--- src/usis_pkg.sv ---
// ----------------------------------------------------------------------------
// Unsorted integer set package
// Shared widths, request codes, controller states and the memory request type.
// ----------------------------------------------------------------------------
package usis_pkg;

   localparam int TABLE_DEPTH = 16;
   localparam int DATA_W      = 32;
   localparam int IDX_W       = $clog2(TABLE_DEPTH);
   localparam int CNT_W       = $clog2(TABLE_DEPTH + 1);
   localparam int OP_W        = 2;

   typedef enum logic [OP_W-1:0] {
      OP_LOOKUP = 2'd0,
      OP_ADD    = 2'd1,
      OP_REMOVE = 2'd2,
      OP_CLEAR  = 2'd3
   } op_type;

   typedef enum logic [2:0] {
      ST_IDLE,
      ST_SCAN,
      ST_APPLY,
      ST_FETCH,
      ST_MOVE,
      ST_RESP
   } state_type;

   typedef struct packed {
      logic              we;
      logic [IDX_W-1:0]  waddr;
      logic [DATA_W-1:0] wdata;
      logic [IDX_W-1:0]  raddr;
   } mem_req_type;

endpackage

--- src/usis_if.sv ---
// ----------------------------------------------------------------------------
// Unsorted integer set channels
// Valid/ready request and response channels with their payload.
// ----------------------------------------------------------------------------
interface usis_req_if;
   logic               valid;
   logic               ready;
   logic [1:0]         operation;
   logic signed [31:0] value;

   modport source (output valid, output operation, output value, input ready);
   modport sink   (input valid, input operation, input value, output ready);
endinterface

interface usis_rsp_if;
   logic       valid;
   logic       ready;
   logic       found;
   logic [3:0] position;
   logic       changed;
   logic [4:0] element_count;
   logic       is_full;

   modport source (output valid, output found, output position, output changed,
                   output element_count, output is_full, input ready);
   modport sink   (input valid, input found, input position, input changed,
                   input element_count, input is_full, output ready);
endinterface

--- src/usis_mem.sv ---
// ----------------------------------------------------------------------------
// Entry store
// One write port and one read port; read data is registered.
// ----------------------------------------------------------------------------
module usis_mem (
   input  logic                         clock,
   input  usis_pkg::mem_req_type        mem_req,
   output logic [usis_pkg::DATA_W-1:0]  rd_data
);
   import usis_pkg::*;

   logic [DATA_W-1:0] mem_ar [TABLE_DEPTH];
   logic [DATA_W-1:0] rd_data_ff;

   // write port
   always_ff @(posedge clock) begin
      if (mem_req.we) begin
         mem_ar[mem_req.waddr] <= mem_req.wdata;
      end
   end

   // registered read port
   always_ff @(posedge clock) begin
      rd_data_ff <= mem_ar[mem_req.raddr];
   end

   assign rd_data = rd_data_ff;

endmodule

--- src/usis_ctrl.sv ---
// ----------------------------------------------------------------------------
// Set controller
// Scans the live entries through the store for lookup, add and remove, applies
// the request and holds the response in an output register.
// ----------------------------------------------------------------------------
module usis_ctrl (
   input  logic                         clock,
   input  logic                         reset,
   input  logic [usis_pkg::CNT_W-1:0]   cap_eff,
   input  logic [usis_pkg::DATA_W-1:0]  rd_data,
   output usis_pkg::mem_req_type        mem_req,
   usis_req_if.sink                     req_if,
   usis_rsp_if.source                   rsp_if
);
   import usis_pkg::*;

   state_type          state_ff, state_in;
   op_type             op_ff, op_in;
   logic [DATA_W-1:0]  value_ff, value_in;
   logic [CNT_W-1:0]   count_ff, count_in;
   logic [CNT_W-1:0]   rd_idx_ff, rd_idx_in;
   logic               cmp_vld_ff, cmp_vld_in;
   logic [IDX_W-1:0]   cmp_idx_ff, cmp_idx_in;
   logic               hit_ff, hit_in;
   logic [IDX_W-1:0]   slot_ff, slot_in;
   logic               changed_ff, changed_in;
   logic               rsp_vld_ff, rsp_vld_in;
   logic               rsp_found_ff, rsp_found_in;
   logic [IDX_W-1:0]   rsp_pos_ff, rsp_pos_in;
   logic               rsp_chg_ff, rsp_chg_in;
   logic [CNT_W-1:0]   rsp_cnt_ff, rsp_cnt_in;
   logic               rsp_full_ff, rsp_full_in;

   logic req_acc;
   logic issue;
   logic cmp_hit;
   logic add_ok;
   logic rem_ok;
   logic rsp_load;

   // status terms
   assign req_acc = req_if.valid && req_if.ready;
   assign issue   = (rd_idx_ff < count_ff);
   assign cmp_hit = cmp_vld_ff && (rd_data == value_ff);
   assign add_ok  = (op_ff == OP_ADD) && !hit_ff && (count_ff < cap_eff)
                    && (count_ff < CNT_W'(TABLE_DEPTH));
   assign rem_ok  = (op_ff == OP_REMOVE) && hit_ff && (count_ff != '0);

   // next state
   always_comb begin
      state_in = state_ff;
      unique case (state_ff)
         ST_IDLE: begin
            if (req_if.valid) begin
               state_in = (op_type'(req_if.operation) == OP_CLEAR) ? ST_APPLY : ST_SCAN;
            end
         end
         ST_SCAN: begin
            if (cmp_hit || (!issue && !cmp_vld_ff)) begin
               state_in = ST_APPLY;
            end
         end
         ST_APPLY: begin
            state_in = rem_ok ? ST_FETCH : ST_RESP;
         end
         ST_FETCH: state_in = ST_MOVE;
         ST_MOVE:  state_in = ST_RESP;
         ST_RESP: begin
            if (rsp_load) begin
               state_in = ST_IDLE;
            end
         end
         default:  state_in = ST_IDLE;
      endcase
   end

   // outputs: handshake and store access
   always_comb begin
      req_if.ready  = 1'b0;
      rsp_load      = 1'b0;
      mem_req.we    = 1'b0;
      mem_req.waddr = count_ff[IDX_W-1:0];
      mem_req.wdata = value_ff;
      mem_req.raddr = rd_idx_ff[IDX_W-1:0];
      unique case (state_ff)
         ST_IDLE:  req_if.ready = 1'b1;
         ST_SCAN:  mem_req.raddr = rd_idx_ff[IDX_W-1:0];
         ST_APPLY: mem_req.we = add_ok;
         ST_FETCH: mem_req.raddr = count_ff[IDX_W-1:0];
         ST_MOVE: begin
            mem_req.we    = 1'b1;
            mem_req.waddr = slot_ff;
            mem_req.wdata = rd_data;
         end
         ST_RESP:  rsp_load = !rsp_vld_ff || rsp_if.ready;
         default: ;
      endcase
   end

   // datapath next values
   always_comb begin
      op_in      = op_ff;
      value_in   = value_ff;
      count_in   = count_ff;
      rd_idx_in  = rd_idx_ff;
      cmp_vld_in = cmp_vld_ff;
      cmp_idx_in = cmp_idx_ff;
      hit_in     = hit_ff;
      slot_in    = slot_ff;
      changed_in = changed_ff;

      // latch the request and restart the scan
      if (req_acc) begin
         op_in      = op_type'(req_if.operation);
         value_in   = req_if.value;
         rd_idx_in  = '0;
         cmp_vld_in = 1'b0;
         hit_in     = 1'b0;
         slot_in    = '0;
         changed_in = 1'b0;
      end

      // advance the scan: one read issued and one compare per cycle
      if (state_ff == ST_SCAN) begin
         cmp_vld_in = issue && !cmp_hit;
         cmp_idx_in = rd_idx_ff[IDX_W-1:0];
         if (issue) begin
            rd_idx_in = rd_idx_ff + CNT_W'(1);
         end
         if (cmp_hit) begin
            hit_in  = 1'b1;
            slot_in = cmp_idx_ff;
         end
      end

      // apply the request to the count
      if (state_ff == ST_APPLY) begin
         if (add_ok) begin
            count_in   = count_ff + CNT_W'(1);
            changed_in = 1'b1;
         end else if (rem_ok) begin
            count_in   = count_ff - CNT_W'(1);
            changed_in = 1'b1;
         end else if (op_ff == OP_CLEAR) begin
            count_in   = '0;
            changed_in = (count_ff != '0);
         end
      end
   end

   // response register: take a new response when empty or being drained
   always_comb begin
      rsp_vld_in   = rsp_load || (rsp_vld_ff && !rsp_if.ready);
      rsp_found_in = rsp_found_ff;
      rsp_pos_in   = rsp_pos_ff;
      rsp_chg_in   = rsp_chg_ff;
      rsp_cnt_in   = rsp_cnt_ff;
      rsp_full_in  = rsp_full_ff;
      if (rsp_load) begin
         rsp_found_in = hit_ff;
         rsp_pos_in   = hit_ff ? slot_ff : '0;
         rsp_chg_in   = changed_ff;
         rsp_cnt_in   = count_ff;
         rsp_full_in  = (count_ff >= cap_eff);
      end
   end

   // control registers
   always_ff @(posedge clock) begin
      if (reset) begin
         state_ff   <= ST_IDLE;
         count_ff   <= '0;
         cmp_vld_ff <= 1'b0;
         rsp_vld_ff <= 1'b0;
      end else begin
         state_ff   <= state_in;
         count_ff   <= count_in;
         cmp_vld_ff <= cmp_vld_in;
         rsp_vld_ff <= rsp_vld_in;
      end
   end

   // payload registers
   always_ff @(posedge clock) begin
      op_ff        <= op_in;
      value_ff     <= value_in;
      rd_idx_ff    <= rd_idx_in;
      cmp_idx_ff   <= cmp_idx_in;
      hit_ff       <= hit_in;
      slot_ff      <= slot_in;
      changed_ff   <= changed_in;
      rsp_found_ff <= rsp_found_in;
      rsp_pos_ff   <= rsp_pos_in;
      rsp_chg_ff   <= rsp_chg_in;
      rsp_cnt_ff   <= rsp_cnt_in;
      rsp_full_ff  <= rsp_full_in;
   end

   assign rsp_if.valid         = rsp_vld_ff;
   assign rsp_if.found         = rsp_found_ff;
   assign rsp_if.position      = rsp_pos_ff;
   assign rsp_if.changed       = rsp_chg_ff;
   assign rsp_if.element_count = rsp_cnt_ff;
   assign rsp_if.is_full       = rsp_full_ff;

endmodule

--- src/unsorted_int_set_table_top.sv ---
// Flow: a clear goes from idle through apply to the response register; lookup,
// add and remove first scan the live entries one per cycle through the store's
// single read port, and a remove that hits then fetches and moves the last entry.
// The block takes one request at a time.
// Reset: count cleared, capacity register set to 16, entries left unwritten.
// ----------------------------------------------------------------------------
// Unsorted integer set table
// Capacity register, entry store and set controller.
// ----------------------------------------------------------------------------
module unsorted_int_set_table_top (
   input  logic                        clock,
   input  logic                        reset,
   input  logic                        csr_we,
   input  logic [usis_pkg::CNT_W-1:0]  csr_wdata,
   usis_req_if.sink                    req_if,
   usis_rsp_if.source                  rsp_if
);
   import usis_pkg::*;

   logic [CNT_W-1:0]  cap_ff, cap_in;
   logic [CNT_W-1:0]  cap_eff;
   logic [DATA_W-1:0] rd_data;
   mem_req_type       mem_req;

   // capacity register, clipped to the table depth
   assign cap_in  = csr_we ? csr_wdata : cap_ff;
   assign cap_eff = (cap_ff > CNT_W'(TABLE_DEPTH)) ? CNT_W'(TABLE_DEPTH) : cap_ff;

   always_ff @(posedge clock) begin
      if (reset) begin
         cap_ff <= CNT_W'(TABLE_DEPTH);
      end else begin
         cap_ff <= cap_in;
      end
   end

   usis_mem u_mem (
      .clock   (clock),
      .mem_req (mem_req),
      .rd_data (rd_data)
   );

   usis_ctrl u_ctrl (
      .clock   (clock),
      .reset   (reset),
      .cap_eff (cap_eff),
      .rd_data (rd_data),
      .mem_req (mem_req),
      .req_if  (req_if),
      .rsp_if  (rsp_if)
   );

   // one request in flight: no new request right after one is taken
   a_one_in_flight: assert property (@(posedge clock) disable iff (reset)
      req_if.valid && req_if.ready |=> !req_if.ready)
      else $error("request taken while another is in flight");

   // count never exceeds the table depth
   a_count_bound: assert property (@(posedge clock) disable iff (reset)
      rsp_if.valid |-> rsp_if.element_count <= CNT_W'(TABLE_DEPTH))
      else $error("element count beyond table depth");

   // a miss reports slot zero
   a_miss_pos: assert property (@(posedge clock) disable iff (reset)
      rsp_if.valid && !rsp_if.found |-> rsp_if.position == '0)
      else $error("nonzero position on a miss");

   // stores only happen outside idle
   a_write_busy: assert property (@(posedge clock) disable iff (reset)
      mem_req.we |-> !req_if.ready)
      else $error("store written while idle");

endmodule

--- src/flat_wrapper.sv ---
// flat-port wrapper written by rule: the top's interface ports become plain ports
module unsorted_int_set_table_top_flat import usis_pkg::*;
  (clock, reset, csr_we, csr_wdata, req_if_valid, req_if_operation, req_if_value, req_if_ready, rsp_if_valid, rsp_if_found, rsp_if_position, rsp_if_changed, rsp_if_element_count, rsp_if_is_full, rsp_if_ready);
  usis_req_if req_if_i ();
  usis_rsp_if rsp_if_i ();
  input  logic clock;
  input  logic reset;
  input  logic csr_we;
  input  logic [usis_pkg::CNT_W-1:0] csr_wdata;
  input wire logic [$bits(req_if_i.valid)-1:0] req_if_valid;
  input wire logic [$bits(req_if_i.operation)-1:0] req_if_operation;
  input wire logic [$bits(req_if_i.value)-1:0] req_if_value;
  output wire logic [$bits(req_if_i.ready)-1:0] req_if_ready;
  output wire logic [$bits(rsp_if_i.valid)-1:0] rsp_if_valid;
  output wire logic [$bits(rsp_if_i.found)-1:0] rsp_if_found;
  output wire logic [$bits(rsp_if_i.position)-1:0] rsp_if_position;
  output wire logic [$bits(rsp_if_i.changed)-1:0] rsp_if_changed;
  output wire logic [$bits(rsp_if_i.element_count)-1:0] rsp_if_element_count;
  output wire logic [$bits(rsp_if_i.is_full)-1:0] rsp_if_is_full;
  input wire logic [$bits(rsp_if_i.ready)-1:0] rsp_if_ready;
  assign req_if_i.valid = req_if_valid;
  assign req_if_i.operation = req_if_operation;
  assign req_if_i.value = req_if_value;
  assign req_if_ready = req_if_i.ready;
  assign rsp_if_valid = rsp_if_i.valid;
  assign rsp_if_found = rsp_if_i.found;
  assign rsp_if_position = rsp_if_i.position;
  assign rsp_if_changed = rsp_if_i.changed;
  assign rsp_if_element_count = rsp_if_i.element_count;
  assign rsp_if_is_full = rsp_if_i.is_full;
  assign rsp_if_i.ready = rsp_if_ready;
  unsorted_int_set_table_top u_core (.clock(clock), .reset(reset), .csr_we(csr_we), .csr_wdata(csr_wdata), .req_if(req_if_i), .rsp_if(rsp_if_i));
endmodule
--- config.mk ---
export PLATFORM = sky130hd
export DESIGN_NAME = unsorted_int_set_table_top_flat
export DESIGN_NICKNAME = d
export VERILOG_FILES = /design/src/usis_pkg.sv /design/src/usis_if.sv /design/src/usis_mem.sv /design/src/usis_ctrl.sv /design/src/unsorted_int_set_table_top.sv /design/src/flat_wrapper.sv
export SDC_FILE = /design/constraint.sdc
export NUM_CORES = 1
export LEC_CHECK = 0
export ABC_AREA = 1
export BUFFER_PORTS_ARGS = -buffer_cell sky130_fd_sc_hd__buf_2
export CAP_MARGIN = 20
export CORE_ASPECT_RATIO = 2
export CORE_MARGIN = 4
export CORE_UTILIZATION = 57
export CTS_CLUSTER_SIZE = 12
export DETAILED_ROUTE_END_ITERATION = 16
export PLACE_DENSITY = 0.76
export REMOVE_ABC_BUFFERS = 1
export SLEW_MARGIN = 10
export SYNTH_ARGS = -nofsm -noshare
export SYNTH_HDL_FRONTEND = slang
export SYNTH_HIERARCHICAL = 1
export SYNTH_SLANG_ARGS = --single-unit
--- constraint.sdc ---
create_clock -name clock -period 3.6 [get_ports clock]
set_clock_uncertainty 0.2 [all_clocks]
set_input_delay 0.72 -clock clock [delete_from_list [all_inputs] [get_ports clock]]
set_output_delay 0.72 -clock clock [all_outputs]
set_load 0.05 [all_outputs]
# After elaboration in Yosys (flattened, before gate mapping)
# Memories as Yosys holds them, arrays and structs flattened. A register that Yosys moved wholly into a read port is not among the register bits.
# Cells that the tools add are included.
# op_classes
n_reduce_logical	25
n_eq_ne	13
addsub	3
n_lt_le_gt_ge	5
mux	33
# ops
operator	n
$mux 36	1
$mux 5	7
$eq 32x32->1	1
$pmux 3 s6	1
$mux 4	4
$mux 1	14
$mux 3	4
$add 5x1->5 const B	2
$logic_and 1x1->1	10
$lt 5x5->1	2
$eq 2x2->1 const B	3
$eq 3x2->1 const B	2
$eq 3x3->1 const B	2
$logic_not 1->1	6
$ne 2x2->1 const B	3
$ge 5x5->1	1
$gt 5x5->1 const B	1
$lt 5x5->1 const B	1
$reduce_bool 5->1	1
$sub 5x1->5 const B	1
$eq 3x1->1 const B	1
$logic_not 3->1	1
$logic_or 1x1->1	3
$reduce_and 3->1	1
other kinds (6)	6
# totals
ram_bits	512
inputBits	44
elab_cells	97
n_memories	1
register_bits	76
output_inout_bits	14
# memory_table
memory	words	width	read_ports	rd_ports_with_merged_regs	write_ports	line	source
u_core.u_mem.mem_ar	16	32	1	1	1	usis_mem.sv:12	logic [DATA_W-1:0] mem_ar [TABLE_DEPTH];

# Depth between registers and ports, before layout
# Gate-level depths: netlist (run 1).
# depth
ltp_word	8
mapped_depth	15
ltp_nobuf	14

# Hierarchy
# The synthesis (run 1) kept the hierarchy.
# by_module_without_submodules
module	n_inst	seq_area_each_um2	area_per_inst_um2	cells_each
usis_mem	1	16015.4	22730.6	2120
usis_ctrl	1	1921.8	3912.5	471
unsorted_int_set_table_top	1	100.1	216.5	34

# Worst setup path after synthesis (run 1)
# No wires, ideal clock.
# synth_path
kind	flip-flop to flip-flop
startpoint	register u_core.cap_ff[4]
endpoint	memory u_core.u_mem.mem_ar[12][0], enable pin
path_stages_with_launch	11
setup_slack_ns	-0.028
n_path_buf	1
synth_period_minus_slack_ns	3.628
required_time_ns	2.979
setup_time_ns	0.421
arrival_ns	3.007
path_cell_list	dfxtp_1 clkbuf_1 inv_1 ha_1 a21oi_1 o21a_1 and2_1 nand3_1 nand2_1 nand3_1 nor2_1
# synth_lines
item	line	source
start: declaration	unsorted_int_set_table_top.sv:20	logic [CNT_W-1:0] cap_ff, cap_in;
start signal: assignment	unsorted_int_set_table_top.sv:31	cap_ff <= CNT_W'(TABLE_DEPTH);
start signal: assignment	unsorted_int_set_table_top.sv:33	cap_ff <= cap_in;
end: declaration	usis_mem.sv:12	

==> results.py, run 1 <==
metrics = {
    "placed_design": {
        "numPortBuffers": 57,
        "dp.cells": 3277,
        "gp_congestion": 0.8690,
        "place_hpwl_um": 44120,
    },
    "detailed_routing": {
        "drtIter0Drc": 1707,
        "drt_pass1_iterations": 7,
        "wl_um": 68110,
        "avgRoutedWirePerCell_um": 20.11,
        "final_antenna_net_count": 0,
        "num_vias": 18440,
        "viasPerCell": 5.444,
        "drcViolationCount": 0,
    },
    "synth": {
        "avgSynthCellArea_um2": 10.23,
        "async_flop_share": 0,
        "syn_inst": 2625,
        "synth_area_leaders": "edfxtp_1 63%, nand2_1 11%, nand3_1 7.6%",
        "synth_top_cell_area_share": 0.6283,
        "yosys.area.top_type": "edfxtp_1",
        "syn_area_um2": 26860,
        "yosysWarnings": 6,
        "ys_seq_area_frac": 0.6715,
        "synth.ff_latch_count": 620,
        "synth_edf_count": 562,
        "ys_types": 41,
        "synthFlopType": "edfxtp_1",
    },
    "clock_network": {
        "clkTransAtPathRegs_ps": 60,
        "holdBufCountCts": 0,
        "numCtsBuffers": 58,
        "h-tree-depth": 2,
        "cts_sinks": 620,
        "clock-root-buffer": "clkbuf_16",
        "clock_latency_ps": 610,
        "post_cts_resize_count": 0,
        "cts_tree": "built",
        "clockBufferDepth": 3,
        "cts_setup_buffers": 0,
    },
    "critical_path": {
        "cp-start-kind": "flop",
        "path_max_fanout": 16,
        "path_class": "reg -> reg",
        "crit_arrival_ps": 3310,
        "critPathSlowestCell": "nand3b_1",
        "cp-end-kind": "flop",
        "cp_data_required_time_ps": 3670,
        "crit_path_max_incr_delay_ps": 340,
        "crit_chain": "nor2_1, nand2_1, a21oi_1, inv_1, ha_1, a21oi_1, o21a_1, and2_1, nand3_1, nand2_1, nand3b_1, nor2_4, buf_4",
    },
    "pwr": {
        "comb_power_share": 0.227,
        "intPower_uw": 13040,
        "p_seq_frac": 0.474,
        "leakage_uw": 0.01273,
        "pwr-share-clk": 0.299,
        "p_switching_uw": 5841,
        "total_power_uw": 18890,
        "p_per_area_nw_per_um2": 629.1,
        "ir_worst_vdd_v": 0.0004650,
        "power.share.switching": 0.3093,
    },
    "timing": {
        "fmax_mhz": 308.8,
        "maxSlewViolCount": 0,
        "rsz0062_at_grt": "no",
        "relSlewSlack": 0.3790,
        "finalCritPeriodShare": 0.8996,
        "max_slew.worst_pin.slew_ps": 931.5,
        "setup_violations": 0,
        "post-route-min-period_ps": 3239,
        "hold_viol": 0,
        "whs_ps": 84.16,
    },
    "global_route": {
        "grt_pass1_wl_um": 102000,
        "grt_max_degree": 142,
        "grt_antenna_before_repair": 0,
        "track_usage": 0.2649,
        "overflow": 0,
        "grt_pass1_vias": 18280,
    },
    "cells_and_area": {
        "ff_latch_area_um2": 18040,
        "final_cells": 3387,
        "final_nets": 2769,
        "num_antenna_cells": 0,
        "drive_above_1_share": 0.09565,
        "multi_input_area_um2": 6445,
        "fillCellCount": 3440,
        "area_delta_synth_final_pct": 11.76,
    },
    "floorplanning": {
        "fp.dieW_um": 161.5,
        "dieArea_um2": 50870,
        "die_h_um": 315.0,
        "core_area_um2": 46660,
        "start_util": 0.5756,
        "fp-row-count": 112,
        "ios": 58,
    },
    "hold_path": {
        "min_path_type": "in -> reg",
    },
    "run": {
        "cap_violations": 0,
    },
    "outcome": {
        "status": "complete, no violations",
    },
}
-- critical path, delay by kind of cell (launching register included) --
kind | cells | cell delay [ps]
adder cells (fa/ha/maj) | 1 | 200
AO/OA/AOI/OAI | 3 | 400
buffers and inverters | 2 | 360
flip-flops | 1 | 330
AND/OR/NAND/NOR | 7 | 1380
-- sequential cells by signal (all words and copies together) (netlist names), 4 cells and up --
register and count:
u_core/u_ctrl/rsp_if.position 4, u_core/u_mem/rd_data 32, u_core/u_ctrl/value_ff 32, u_core/u_ctrl/slot_ff 4, u_core/u_ctrl/rsp_if.element_count 5, u_core/u_ctrl/cmp_idx_ff 4, u_core/u_mem/mem_ar 512, u_core/u_ctrl/count_ff 5
u_core/u_ctrl/rd_idx_ff 5, u_core/cap_ff 5
-- worst paths after layout --
| kind | from | end | slack, ps | depth (start not counted) |
|---|---|---|---|---|
| max | u_core/cap_ff[0] | u_core/u_mem/mem_ar[5][16] | 360 | 13 |
| min | req_if_value[31] | u_core/u_ctrl/value_ff[31] | 80 | 1 |
| max reg2reg | u_core/cap_ff[0] | u_core/u_mem/mem_ar[5][16] | 360 | 13 |
| min reg2reg | u_core/u_ctrl/changed_ff | u_core/u_ctrl/rsp_if.changed | 270 | 0 |
-- per-layer routing --
| layer | global-route usage | part of all wire | wire length, um |
|---|---|---|---|
| met2 | 0.4897 | 0.53 | 36400 |
| met1 | 0.2726 | 0.33 | 22240 |
| met3 | 0.02982 | 0.055 | 3757 |
| met5 | 0 | 0 | 0 |
| met4 | 0.1933 | 0.084 | 5713 |
-- cells in the final DEF (no fill, tap or decap), drive strengths merged, types with 20 or more instances in the layout --
master	count
nand2	802
edfxtp	562
inv	476
nand3	410
buf	142
clkbuf	105
nor2	72
dfxtp	58
o21ai	54
a21oi	20
-- cells in the mapped netlist, types with 2 or more instances --
master	number
buf_1	14
xnor2_1	9
inv_2	12
dfxtp_1	58
a21oi_1	19
nand2_2	3
inv_1	462
clkbuf_1	20
buf_6	30
nand4_1	2
nor2_2	2
nand2_1	798
o21a_1	2
nand3_1	410
o21ai_1	13
nor2_1	69
ha_1	13
xor2_1	6
buf_4	6
o21ai_0	40
nor3_1	4
nor3_2	2
nand3b_1	2
edfxtp_1	562
mux2_2	8
buf_2	44
-- through the flow --
step / instance area (um^2) / setup TNS, ps / util / setup slack (ps)
CTS: 30010 / 0 / 0.6430 / 409.0
global placement: 28300 / 0 / 0.6064 / 373.6
global route: 30020 / 0 / 0.6433 / 177.3
floorplan: 26110 / -776610 / - / -18400
finish: 30020 / 0 / 0.6433 / 361.4
detailed placement: 28300 / 0 / 0.6064 / 450.2
-- power groups by stage --
stage | registers (uW) | logic [uW] | clock network (uW)
5_1_grt | 8990 | 4660 | 6020
2_1_floorplan | 9020 | 2430 | 0
6_report | 8960 | 4280 | 5640
3_3_place_gp | 9100 | 4110 | 0
4_1_cts | 8960 | 4250 | 5700
3_5_place_dp | 9110 | 4220 | 0
-- kinds of logic after synthesis --
group	Yosys count	synth area share
adder cells (fa/ha/maj)	13	0.006056
AND/OR/NAND/NOR	1299	0.2037
buffers and inverters	591	0.09475
AO/OA/AOI/OAI	79	0.01570
flip-flops	620	0.6715
multiplexers	8	0.003354
XOR/XNOR	15	0.004891
-- area by class of cell --
class / instances / area share
inverters: 476 / 0.05994
clock buffers: 105 / 0.05627
well taps: 627 / 0.02613
flip-flops and latches: 620 / 0.6009
repair buffers: 142 / 0.04151
multi-input cells: 1414 / 0.2147
clock inverters: 3 / 0.0005835
Note: power is estimated with default switching activity, not from simulation.
==> run 2, diff against run 1 <==
- ABC_AREA: 1 -> default
- CORE_UTILIZATION: 57 -> 56
- PLACE_DENSITY: 0.76 -> 0.75
==> run 2 against run 1 <==
Sequential share of layout area is 6.8 points higher. First-iteration DRC count fell by 45%. Largest power group unchanged. Synthesized area is 11% lower. Worst hold slack improved by 37 ps. Utilization fell by 0.17 points. Critical path depth is 3 lower. Clock power decreased by 5.5%. Sequential cell count stayed put. Highest routed layer unchanged.
==> results.py, run 2 <==
metrics = {
    "critical_path": {
        "critPathSlowestCell": "or3b_2",
        "cp-start-kind": "flop",
        "crit_chain": "nor2b_1, inv_1, ha_1, nand4_1, o2111ai_2, or2_1, o21bai_2, or3b_2, nor3_2, buf_12",
        "path_class": "reg -> reg",
        "critPathBufInv": 2,
        "cp-end-kind": "flop",
        "rr_startpoint": "u_core/cap_ff[4]",
        "path_max_fanout": 32,
        "cp_data_required_time_ps": 3640,
        "startpoint": "u_core/cap_ff[4]",
        "crit_path_max_incr_delay_ps": 590,
        "crit_arrival_ps": 3390,
        "cpLargestDelayFamily": "simple AND/OR/NAND/NOR gates",
    },
    "placed_design": {
        "gp_congestion": 0.8873,
        "place_hpwl_um": 30350,
        "numPortBuffers": 57,
        "dp.cells": 1784,
    },
    "timing": {
        "hold_viol": 0,
        "maxSlewViolCount": 0,
        "finalCritPeriodShare": 0.9292,
        "relSlewSlack": 0.4915,
        "whs_ps": 121.5,
        "rsz0062_at_grt": "no",
        "max_slew.worst_pin.slew_ps": 756.9,
        "setup_violations": 0,
        "fmax_mhz": 298.9,
        "post-route-min-period_ps": 3345,
    },
    "cells_and_area": {
        "area_delta_synth_final_pct": 13.03,
        "regMostFlops": "u_core/u_mem/mem_ar",
        "final_common_cell": "edfxtp_1",
        "final_cells": 1889,
        "num_antenna_cells": 0,
        "drive_above_1_share": 0.2772,
        "largest_register_ffs": 512,
        "final_nets": 1361,
        "final_cell_mix": "562 x edfxtp_1, 128 x mux4_2, 64 x a22oi_1",
        "fillCellCount": 2747,
        "final_core_util": 0.6415,
    },
    "run": {
        "cap_violations": 0,
    },
    "synth": {
        "synth_area_leaders": "edfxtp_1 71%, mux4_2 12%, dfxtp_1 4.9%",
        "ys_types": 60,
        "yosys.area.top_type": "edfxtp_1",
        "syn_area_um2": 23860,
        "yosysMostFrequentCell": "edfxtp_1",
        "synth_edf_count": 562,
        "synthFlopType": "edfxtp_1",
        "yosysWarnings": 6,
        "netlist_top_cells_count": "562 x edfxtp_1, 128 x mux4_2, 64 x a22oi_1",
        "synth.ff_latch_count": 620,
        "synth_top_cell_area_share": 0.7072,
        "ys_seq_area_frac": 0.7559,
        "syn_inst": 1185,
        "async_flop_share": 0,
        "avgSynthCellArea_um2": 20.14,
    },
    "detailed_routing": {
        "num_vias": 11746,
        "drcViolationCount": 0,
        "drt_pass1_iterations": 6,
        "drtIter0Drc": 932,
        "viasPerCell": 6.218,
        "final_antenna_net_count": 0,
        "avgRoutedWirePerCell_um": 26.23,
        "wl_um": 49540,
    },
    "outcome": {
        "status": "complete, no violations",
    },
    "clock_network": {
        "clock_latency_ps": 570,
        "clkTransAtPathRegs_ps": 60,
        "h-tree-depth": 2,
        "numCtsBuffers": 57,
        "cts_setup_buffers": 0,
        "clockBufferDepth": 3,
        "cts_sinks": 620,
        "cts_tree": "built",
        "clock-root-buffer": "clkbuf_16",
    },
    "pwr": {
        "leakage_uw": 0.008563,
        "p_per_area_nw_per_um2": 650.3,
        "ir_worst_vdd_v": 0.0004695,
    },
    "global_route": {
        "grt_max_degree": 50,
        "track_usage": 0.2187,
        "grt_antenna_before_repair": 0,
        "grt_pass1_vias": 12711,
        "grt_pass1_wl_um": 76300,
        "overflow": 0,
    },
    "hold_path": {
        "min_from": "req_if_value[12]",
        "min_path_type": "in -> reg",
    },
    "floorplanning": {
        "fp.dieW_um": 154.0,
        "ios": 58,
        "dieArea_um2": 46180,
        "core_area_um2": 42040,
        "start_util": 0.5676,
        "fp-row-count": 106,
        "die_h_um": 299.9,
    },
}
-- run 2: repair_timing --
item	CTS	global route
endpoints found under the setup margin	0	32
hold buffers	0	0
gates resized for setup	0	1
-- run 2: worst paths after layout --
kind,endpoint,slack [ps],cells past startpoint
max,u_core/u_mem/mem_ar[0][26],250,10
min,u_core/u_ctrl/value_ff[12],120,1
max reg2reg,u_core/u_mem/mem_ar[0][26],250,10
min reg2reg,u_core/u_ctrl/rsp_if.changed,230,0
-- run 2: routing by layer --
metal / routed length (um) / GRT usage
met2: 27510 / 0.4016
met5: 0 / 0
met1: 17470 / 0.2601
met3: 2646 / 0.03082
met4: 1914 / 0.08272
-- run 2: stage by stage --
step / setup slack [ps] / area, um^2 / total power (uW) / setup TNS, ps
finish: 254.7 / 26970 / 17540 / 0
global route: 83.29 / 26970 / 18280 / 0
CTS: 130.0 / 26960 / 17730 / 0
detailed placement: 152.0 / 25360 / 12420 / 0
global placement: 263.6 / 25360 / 12320 / 0
floorplan: -14860 / 23580 / 11010 / -1219810
-- run 2: cell families after synthesis --
| group | synth area share |
|---|---|
| simple gates | 0.03177 |
| buf+inv | 0.01473 |
| flops | 0.7559 |
| xor+xnor | 0.01175 |
| fa+ha+maj | 0.006816 |
| mux | 0.1423 |
| compound gates | 0.03681 |
-- run 2: final cells by class --
type / count / area (um^2) / area share
Inverter: 17 / 63.81 / 0.002366
Clock buffer: 104 / 1603 / 0.05942
Timing Repair Buffer: 116 / 953.4 / 0.03535
Sequential cell: 620 / 18040 / 0.6687
Multi-Input combinational cell: 492 / 5639 / 0.2091
Tap cell: 540 / 675.6 / 0.02505
-- run 2: report_power, final --
part | switching (uW) | internal (uW) | leakage [uW]
clock network | 2360 | 2970 | 0.000758
logic | 1780 | 1530 | 0.00225
registers | 244 | 8660 | 0.00556
total | 4390 | 13200 | 0.00856
-- run 2: worst register-to-register path: cells and delay by family (launching register included) --
kind / cells / cell delay, ps
adders and majority gates: 1 / 290
buffers and inverters: 2 / 340
AOI/OAI and AO/OA: 2 / 420
DFF: 1 / 350
and+or+nand+nor: 5 / 1420
